[src/design/tlsu_pkg.sv]
// Shared codes, stage payload types and helpers for the Thumb logic/shift unit.
package tlsu_pkg;

  localparam logic [3:0] CMD_AND     = 4'd0;
  localparam logic [3:0] CMD_BIC     = 4'd1;
  localparam logic [3:0] CMD_EOR     = 4'd2;
  localparam logic [3:0] CMD_ORR     = 4'd3;
  localparam logic [3:0] CMD_MVN     = 4'd4;
  localparam logic [3:0] CMD_ASR_IMM = 4'd5;
  localparam logic [3:0] CMD_ASR_REG = 4'd6;
  localparam logic [3:0] CMD_LSL_IMM = 4'd7;
  localparam logic [3:0] CMD_LSR_IMM = 4'd8;
  localparam logic [3:0] CMD_LSL_REG = 4'd9;
  localparam logic [3:0] CMD_LSR_REG = 4'd10;
  localparam logic [3:0] CMD_ROR     = 4'd11;

  // Shift amounts: 32 shifts every data bit out, 33 clears the carry slot as well
  localparam logic [5:0] SHIFT_ALL = 6'd32;
  localparam logic [5:0] SHIFT_OUT = 6'd33;

  // Stage 1 -> 2: 65-bit window {fill, value, carry} shifted right by amt
  typedef struct packed {
    logic [31:0] fill;
    logic [31:0] value;
    logic        cin;
    logic [5:0]  amt;
    logic        rev;
    logic        rot_c;
  } dec_t;

  // Stage 2 -> 3: window after the coarse (multiple of eight) shift
  typedef struct packed {
    logic [39:0] win;
    logic [2:0]  fine;
    logic        rev;
    logic        rot_c;
  } crs_t;

  // Stage 3 -> 4
  typedef struct packed {
    logic [31:0] result;
    logic        carry;
  } shf_t;

  function automatic logic [31:0] rev32(input logic [31:0] v);
    logic [31:0] r;
    for (int i = 0; i < 32; i++) begin
      r[i] = v[31-i];
    end
    return r;
  endfunction

endpackage

[src/design/thumb_logic_shift_unit.sv]
// Thumb logical and shift ALU: decode, coarse shift, fine shift, flags.
// An accepted input beat passes through the dec, crs, shf and output registers to the result beat.
// Throughput: one beat per cycle; each of the four register stages holds its
// beat only while the stage after it is full and stalled.
// Reset (synchronous, rst high) empties every stage; payload is not cleared.
module thumb_logic_shift_unit import tlsu_pkg::*; (
  input  logic        clk,
  input  logic        rst,
  input  logic        in_valid,
  output logic        in_stall,
  input  logic [3:0]  cmd,
  input  logic [31:0] dest_value,
  input  logic [31:0] src_value,
  input  logic [4:0]  shift_imm,
  input  logic        carry_in,
  output logic        out_valid,
  input  logic        out_stall,
  output logic [31:0] result,
  output logic        negative,
  output logic        zero,
  output logic        carry_out
);

  logic in_ready;
  logic dec_valid;
  logic dec_ready;
  dec_t dec;
  logic shf_valid;
  logic shf_ready;
  shf_t shf;

  assign in_stall = !in_ready;

  tlsu_decode u_decode (
    .clk        (clk),
    .rst        (rst),
    .in_valid   (in_valid),
    .in_ready   (in_ready),
    .cmd        (cmd),
    .dest_value (dest_value),
    .src_value  (src_value),
    .shift_imm  (shift_imm),
    .carry_in   (carry_in),
    .dec_valid  (dec_valid),
    .dec_ready  (dec_ready),
    .dec        (dec)
  );

  tlsu_shift u_shift (
    .clk       (clk),
    .rst       (rst),
    .dec_valid (dec_valid),
    .dec_ready (dec_ready),
    .dec       (dec),
    .shf_valid (shf_valid),
    .shf_ready (shf_ready),
    .shf       (shf)
  );

  tlsu_flags u_flags (
    .clk       (clk),
    .rst       (rst),
    .shf_valid (shf_valid),
    .shf_ready (shf_ready),
    .shf       (shf),
    .out_valid (out_valid),
    .out_stall (out_stall),
    .result    (result),
    .negative  (negative),
    .zero      (zero),
    .carry_out (carry_out)
  );

endmodule

[src/design/tlsu_decode.sv]
// Stage 1: decode the command into a uniform right-shift window and amount.
module tlsu_decode import tlsu_pkg::*; (
  input  logic        clk,
  input  logic        rst,
  input  logic        in_valid,
  output logic        in_ready,
  input  logic [3:0]  cmd,
  input  logic [31:0] dest_value,
  input  logic [31:0] src_value,
  input  logic [4:0]  shift_imm,
  input  logic        carry_in,
  output logic        dec_valid,
  input  logic        dec_ready,
  output dec_t        dec
);

  dec_t dec_next;

  assign in_ready = !dec_valid || dec_ready;

  always_comb begin
    logic [7:0] a;
    logic [5:0] imm_amt;
    a = src_value[7:0];
    imm_amt = (shift_imm == 5'd0) ? SHIFT_ALL : {1'b0, shift_imm};
    dec_next.fill  = '0;
    dec_next.value = dest_value;
    dec_next.cin   = carry_in;
    dec_next.amt   = '0;
    dec_next.rev   = 1'b0;
    dec_next.rot_c = 1'b0;
    unique case (cmd)
      CMD_AND: dec_next.value = dest_value & src_value;
      CMD_BIC: dec_next.value = dest_value & ~src_value;
      CMD_EOR: dec_next.value = dest_value ^ src_value;
      CMD_ORR: dec_next.value = dest_value | src_value;
      CMD_MVN: dec_next.value = ~src_value;
      CMD_ASR_IMM: begin
        dec_next.value = src_value;
        dec_next.fill  = {32{src_value[31]}};
        dec_next.amt   = imm_amt;
      end
      CMD_ASR_REG: begin
        dec_next.fill = {32{dest_value[31]}};
        dec_next.amt  = (a >= 8'd32) ? SHIFT_ALL : a[5:0];
      end
      CMD_LSL_IMM: begin
        // left shifts run through the right shifter on the bit-reversed value
        dec_next.value = rev32(src_value);
        dec_next.amt   = {1'b0, shift_imm};
        dec_next.rev   = 1'b1;
      end
      CMD_LSR_IMM: begin
        dec_next.value = src_value;
        dec_next.amt   = imm_amt;
      end
      CMD_LSL_REG: begin
        dec_next.value = rev32(dest_value);
        dec_next.amt   = (a >= 8'd33) ? SHIFT_OUT : a[5:0];
        dec_next.rev   = 1'b1;
      end
      CMD_LSR_REG: begin
        dec_next.amt = (a >= 8'd33) ? SHIFT_OUT : a[5:0];
      end
      CMD_ROR: begin
        dec_next.fill  = dest_value;
        dec_next.amt   = {1'b0, a[4:0]};
        dec_next.rot_c = (a != 8'd0);
      end
      default: ;
    endcase
  end

  always_ff @(posedge clk) begin
    if (rst) begin
      dec_valid <= 1'b0;
    end else if (in_ready) begin
      dec_valid <= in_valid;
    end
  end

  always_ff @(posedge clk) begin
    if (in_ready && in_valid) begin
      dec <= dec_next;
    end
  end

endmodule

[src/design/tlsu_shift.sv]
// Stages 2 and 3: coarse and fine right shift of the decoded window.
module tlsu_shift import tlsu_pkg::*; (
  input  logic clk,
  input  logic rst,
  input  logic dec_valid,
  output logic dec_ready,
  input  dec_t dec,
  output logic shf_valid,
  input  logic shf_ready,
  output shf_t shf
);

  logic crs_valid;
  logic crs_ready;
  crs_t crs;
  crs_t crs_next;
  shf_t shf_next;

  assign dec_ready = !crs_valid || crs_ready;
  assign crs_ready = !shf_valid || shf_ready;

  always_comb begin
    logic [64:0] w;
    w = {dec.fill, dec.value, dec.cin};
    case (dec.amt[5:3])
      3'd0:    crs_next.win = w[39:0];
      3'd1:    crs_next.win = w[47:8];
      3'd2:    crs_next.win = w[55:16];
      3'd3:    crs_next.win = w[63:24];
      3'd4:    crs_next.win = {7'd0, w[64:32]};
      default: crs_next.win = '0;
    endcase
    crs_next.fine  = dec.amt[2:0];
    crs_next.rev   = dec.rev;
    crs_next.rot_c = dec.rot_c;
  end

  always_comb begin
    logic [39:0] t;
    logic [31:0] r;
    t = crs.win >> crs.fine;
    // bit 0 of the window holds the last bit shifted out
    r = crs.rev ? rev32(t[32:1]) : t[32:1];
    shf_next.result = r;
    shf_next.carry  = crs.rot_c ? r[31] : t[0];
  end

  always_ff @(posedge clk) begin
    if (rst) begin
      crs_valid <= 1'b0;
      shf_valid <= 1'b0;
    end else begin
      if (dec_ready) begin
        crs_valid <= dec_valid;
      end
      if (crs_ready) begin
        shf_valid <= crs_valid;
      end
    end
  end

  always_ff @(posedge clk) begin
    if (dec_ready && dec_valid) begin
      crs <= crs_next;
    end
    if (crs_ready && crs_valid) begin
      shf <= shf_next;
    end
  end

endmodule

[src/design/tlsu_flags.sv]
// Stage 4: flag generation and output register.
module tlsu_flags import tlsu_pkg::*; (
  input  logic        clk,
  input  logic        rst,
  input  logic        shf_valid,
  output logic        shf_ready,
  input  shf_t        shf,
  output logic        out_valid,
  input  logic        out_stall,
  output logic [31:0] result,
  output logic        negative,
  output logic        zero,
  output logic        carry_out
);

  assign shf_ready = !out_valid || !out_stall;

  always_ff @(posedge clk) begin
    if (rst) begin
      out_valid <= 1'b0;
    end else if (shf_ready) begin
      out_valid <= shf_valid;
    end
  end

  always_ff @(posedge clk) begin
    if (shf_ready && shf_valid) begin
      result    <= shf.result;
      negative  <= shf.result[31];
      zero      <= (shf.result == 32'd0);
      carry_out <= shf.carry;
    end
  end

endmodule

[config.mk]
export PLATFORM = sky130hd
export DESIGN_NAME = thumb_logic_shift_unit
export DESIGN_NICKNAME = d
export VERILOG_FILES = /design/src/design/tlsu_pkg.sv /design/src/design/thumb_logic_shift_unit.sv /design/src/design/tlsu_decode.sv /design/src/design/tlsu_shift.sv /design/src/design/tlsu_flags.sv
export SDC_FILE = /design/constraint.sdc
export NUM_CORES = 1
export LEC_CHECK = 0
export BUFFER_PORTS_ARGS = -buffer_cell sky130_fd_sc_hd__buf_4
export CORE_MARGIN = 5
export CORE_UTILIZATION = 50
export DETAILED_ROUTE_END_ITERATION = 10
export PLACE_DENSITY = 0.67
export SYNTH_ARGS = -nofsm -noshare
export SYNTH_HDL_FRONTEND = slang
export SYNTH_HIERARCHICAL = 1
export SYNTH_SLANG_ARGS = --single-unit
[constraint.sdc]
create_clock -name clk -period 3.7 [get_ports clk]
set_input_delay 0.185 -clock clk [delete_from_list [all_inputs] [get_ports clk]]
set_output_delay 0.185 -clock clk [all_outputs]
set_load 0.01 [all_outputs]
==> results.py <==
metrics = {
    "run_status": {
        "status": "finished clean",
    },
    "clocking": {
        "cts_num_sinks": 189,
        "clockRootBuffer": "clkbuf_16",
        "worstSkewPairLatency_ps": 440,
        "holdBufCountCts": 4,
        "cts_made_buffers": 17,
        "postCtsSetupBuffers": 0,
        "tritoncts": "built",
        "postCtsResizedCells": 0,
        "ctsLongestPathBuffers": 2,
        "clkTransAtPathRegs_ps": 80,
        "h-tree-depth": 4,
    },
    "placed_design": {
        "pre_cts_slack_ps": 1398,
        "io_buffers": 114,
        "dp_cells": 1357,
        "hpwl_mm": 20.29,
        "gp_congestion": 0.9240,
    },
    "logic_synthesis": {
        "synth_common_cells": "edfxtp_1, nand2_1, o21ai_0, mux2i_1, inv_1",
        "ys_seq_area_frac": 0.4819,
        "synthDominantCellAreaShare": 0.4750,
        "ys.flop_type": "edfxtp_1",
        "yosysMostFrequentCell": "edfxtp_1",
        "async_flop_share": 0,
        "synth-seq-cells": 189,
        "synth_cell_types": 54,
        "synth_nets": 1091,
        "synth.area.top_cells": "edfxtp_1, mux4_2, mux2i_1",
        "syn_inst": 981,
        "synthesis.area_um2": 11690,
        "synth_top_area_cell": "edfxtp_1",
        "postSynthAreaPerCell_um2": 11.92,
        "synth_edf_count": 185,
        "yosys_warnings": 6,
    },
    "job": {
        "maxCapViolCount": 0,
    },
    "floorplan": {
        "placement_rows": 56,
        "ios": 115,
        "initial_utilization": 0.5027,
        "die_area_um2": 26550,
        "die_h_um": 162.9,
        "design.core.area_um2": 23260,
        "fp.dieW_um": 162.9,
    },
    "sta": {
        "max_freq_mhz": 440.8,
        "slew_headroom": 0.3135,
        "worst_pin_slew_ps": 1030,
        "layout_setup_ws_ps": 1432,
        "hold_viol": 0,
        "slew_viol_final": 0,
        "fin_crit_sh": 0.6131,
        "skew_ps": 11.67,
        "period_needed_ps": 2269,
        "tns_ps": 0,
        "rsz0062_at_grt": "no",
        "setup_viol": 0,
    },
    "drt": {
        "drt_wl_total_mm": 28.58,
        "vias_per_cell": 6.167,
        "drt_iter0_markers": 741,
        "vias": 8590,
        "dr.pass1.iters": 5,
        "wl_per_cell_um": 20.52,
        "drt_drc_violations_left": 0,
        "ant_nets": 0,
    },
    "layout": {
        "finalNonFillerCells": 1393,
        "layout.nets": 1171,
        "utilization": 0.5772,
        "drive_above_1_share": 0.2235,
        "antennaDiodeCount": 0,
        "syn2layout_area_growth_pct": 14.81,
    },
    "global_routing": {
        "grt_pass1_wl_mm": 45.82,
        "grt_pass1_vias": 8271,
        "antenna_found_initial": 1,
        "grt_max_degree": 77,
        "overflow": 0,
        "grt.total_usage": 0.2171,
    },
    "power_and_ir_drop": {
        "p_per_area_nw_per_um2": 384.5,
        "combPwrFrac": 0.146,
        "pwr-share-seq": 0.504,
        "p_clk_frac": 0.350,
        "p_int_mw": 3.795,
        "switching_share": 0.2649,
        "vdd_drop_max_uv": 272.3,
        "power.switching_mw": 1.368,
        "p_leak_nw": 5.441,
    },
    "critical_path": {
        "worstSetupEndpointType": "register",
        "worstSetupStartpointType": "register",
        "critical_path_arrival_ps": 2440,
        "crit_type": "register to register",
        "worst_ep_required_time_ps": 3870,
        "ff2ff_setup_slack_ps": 1430,
        "crit_fanout": 38,
    },
    "hold_path": {
        "hp-class": "primary input to register",
    },
}
## path summary, 6_finish.rpt
kind                        start         endpoint  depth (start not counted)
hold reg to reg   u_decode/dec[3]   u_shift/crs[3]                          0
setup reg to reg   u_shift/crs[2]  u_shift/shf[19]                          3
setup / recovery   u_shift/crs[2]  u_shift/shf[19]                          3
hold / removal       shift_imm[4]  u_decode/dec[6]                          2
## cells by family after synthesis
family | Yosys count | synth area share
compound gates | 271 | 0.1679
fa+ha+maj | 32 | 0.03424
buf+inv | 151 | 0.05617
flops | 189 | 0.4819
mux | 148 | 0.1836
simple gates | 190 | 0.07628
## registers in the layout, indices dropped and copies added (netlist names)
signal and cells:
u_shift/crs_valid 1, u_flags/result 32, u_shift/shf_valid 1, u_flags/out_valid 1, u_shift/shf 33, u_flags/carry_out 1
u_shift/crs 45, u_flags/zero 1, u_decode/dec_valid 1, u_decode/dec 73
## critical path, stage by stage, from the launching register on
cell	delay (ps)
edfxtp_1	320
buf_4	510
mux4_2	650
mux4_2	510
## metrics by stage
| stage | instance area, um^2 | power, mW | hold slack [ps] |
|---|---|---|---|
| floorplan | 11700 | 3.102 | 254.1 |
| global placement | 12800 | 3.376 | 366.0 |
| global route | 13430 | 5.370 | 44.71 |
| finish | 13430 | 5.163 | 49.90 |
| detailed placement | 12800 | 3.389 | 366.6 |
| CTS | 13430 | 5.186 | 31.01 |
## layer usage
metal / track usage / part of all wire / wire [um] / vias to the layer above
li1: - / - / - / 4040
met1: 0.3004 / 0.42 / 12140 / 4117
met2: 0.3485 / 0.47 / 13540 / 392
met3: 0.04455 / 0.078 / 2218 / 41
met4: 0.06596 / 0.024 / 678 / 0
met5: 0 / 0 / 0 / -
## area by class of cell
cell class	instances	area [um^2]
multi-input cells	641	5443
clock inverters	15	160.2
flip-flops and latches	189	5635
clock buffers	17	425.4
repair buffers	142	1101
fillers	1945	9836
well taps	319	399.1
inverters	70	262.8
## power groups by stage
| stage | Sequential (mW) | Clock, mW | Combinational, mW |
|---|---|---|---|
| 2_1_floorplan | 2.60 | 0 | 0.505 |
| 3_3_place_gp | 2.65 | 0 | 0.728 |
| 3_5_place_dp | 2.65 | 0 | 0.739 |
| 4_1_cts | 2.60 | 1.84 | 0.748 |
| 5_1_grt | 2.62 | 1.93 | 0.829 |
| 6_report | 2.60 | 1.81 | 0.753 |
## cells in the final DEF (no fill, tap or decap), drive strengths merged, types with 12 or more instances in the layout
cell,synthesis,final
nor2b,12,12
ha,32,32
nand2,102,102
mux2i,93,93
a21o,31,31
nor2,23,23
a222oi,31,31
buf,39,138
mux4,53,53
edfxtp,185,185
a211oi,15,15
a21oi,12,12
o21ai,99,99
inv,69,74
o2111ai,29,29
clkbuf,42,17
a221o,31,31
(Power assumes the default switching activity.)
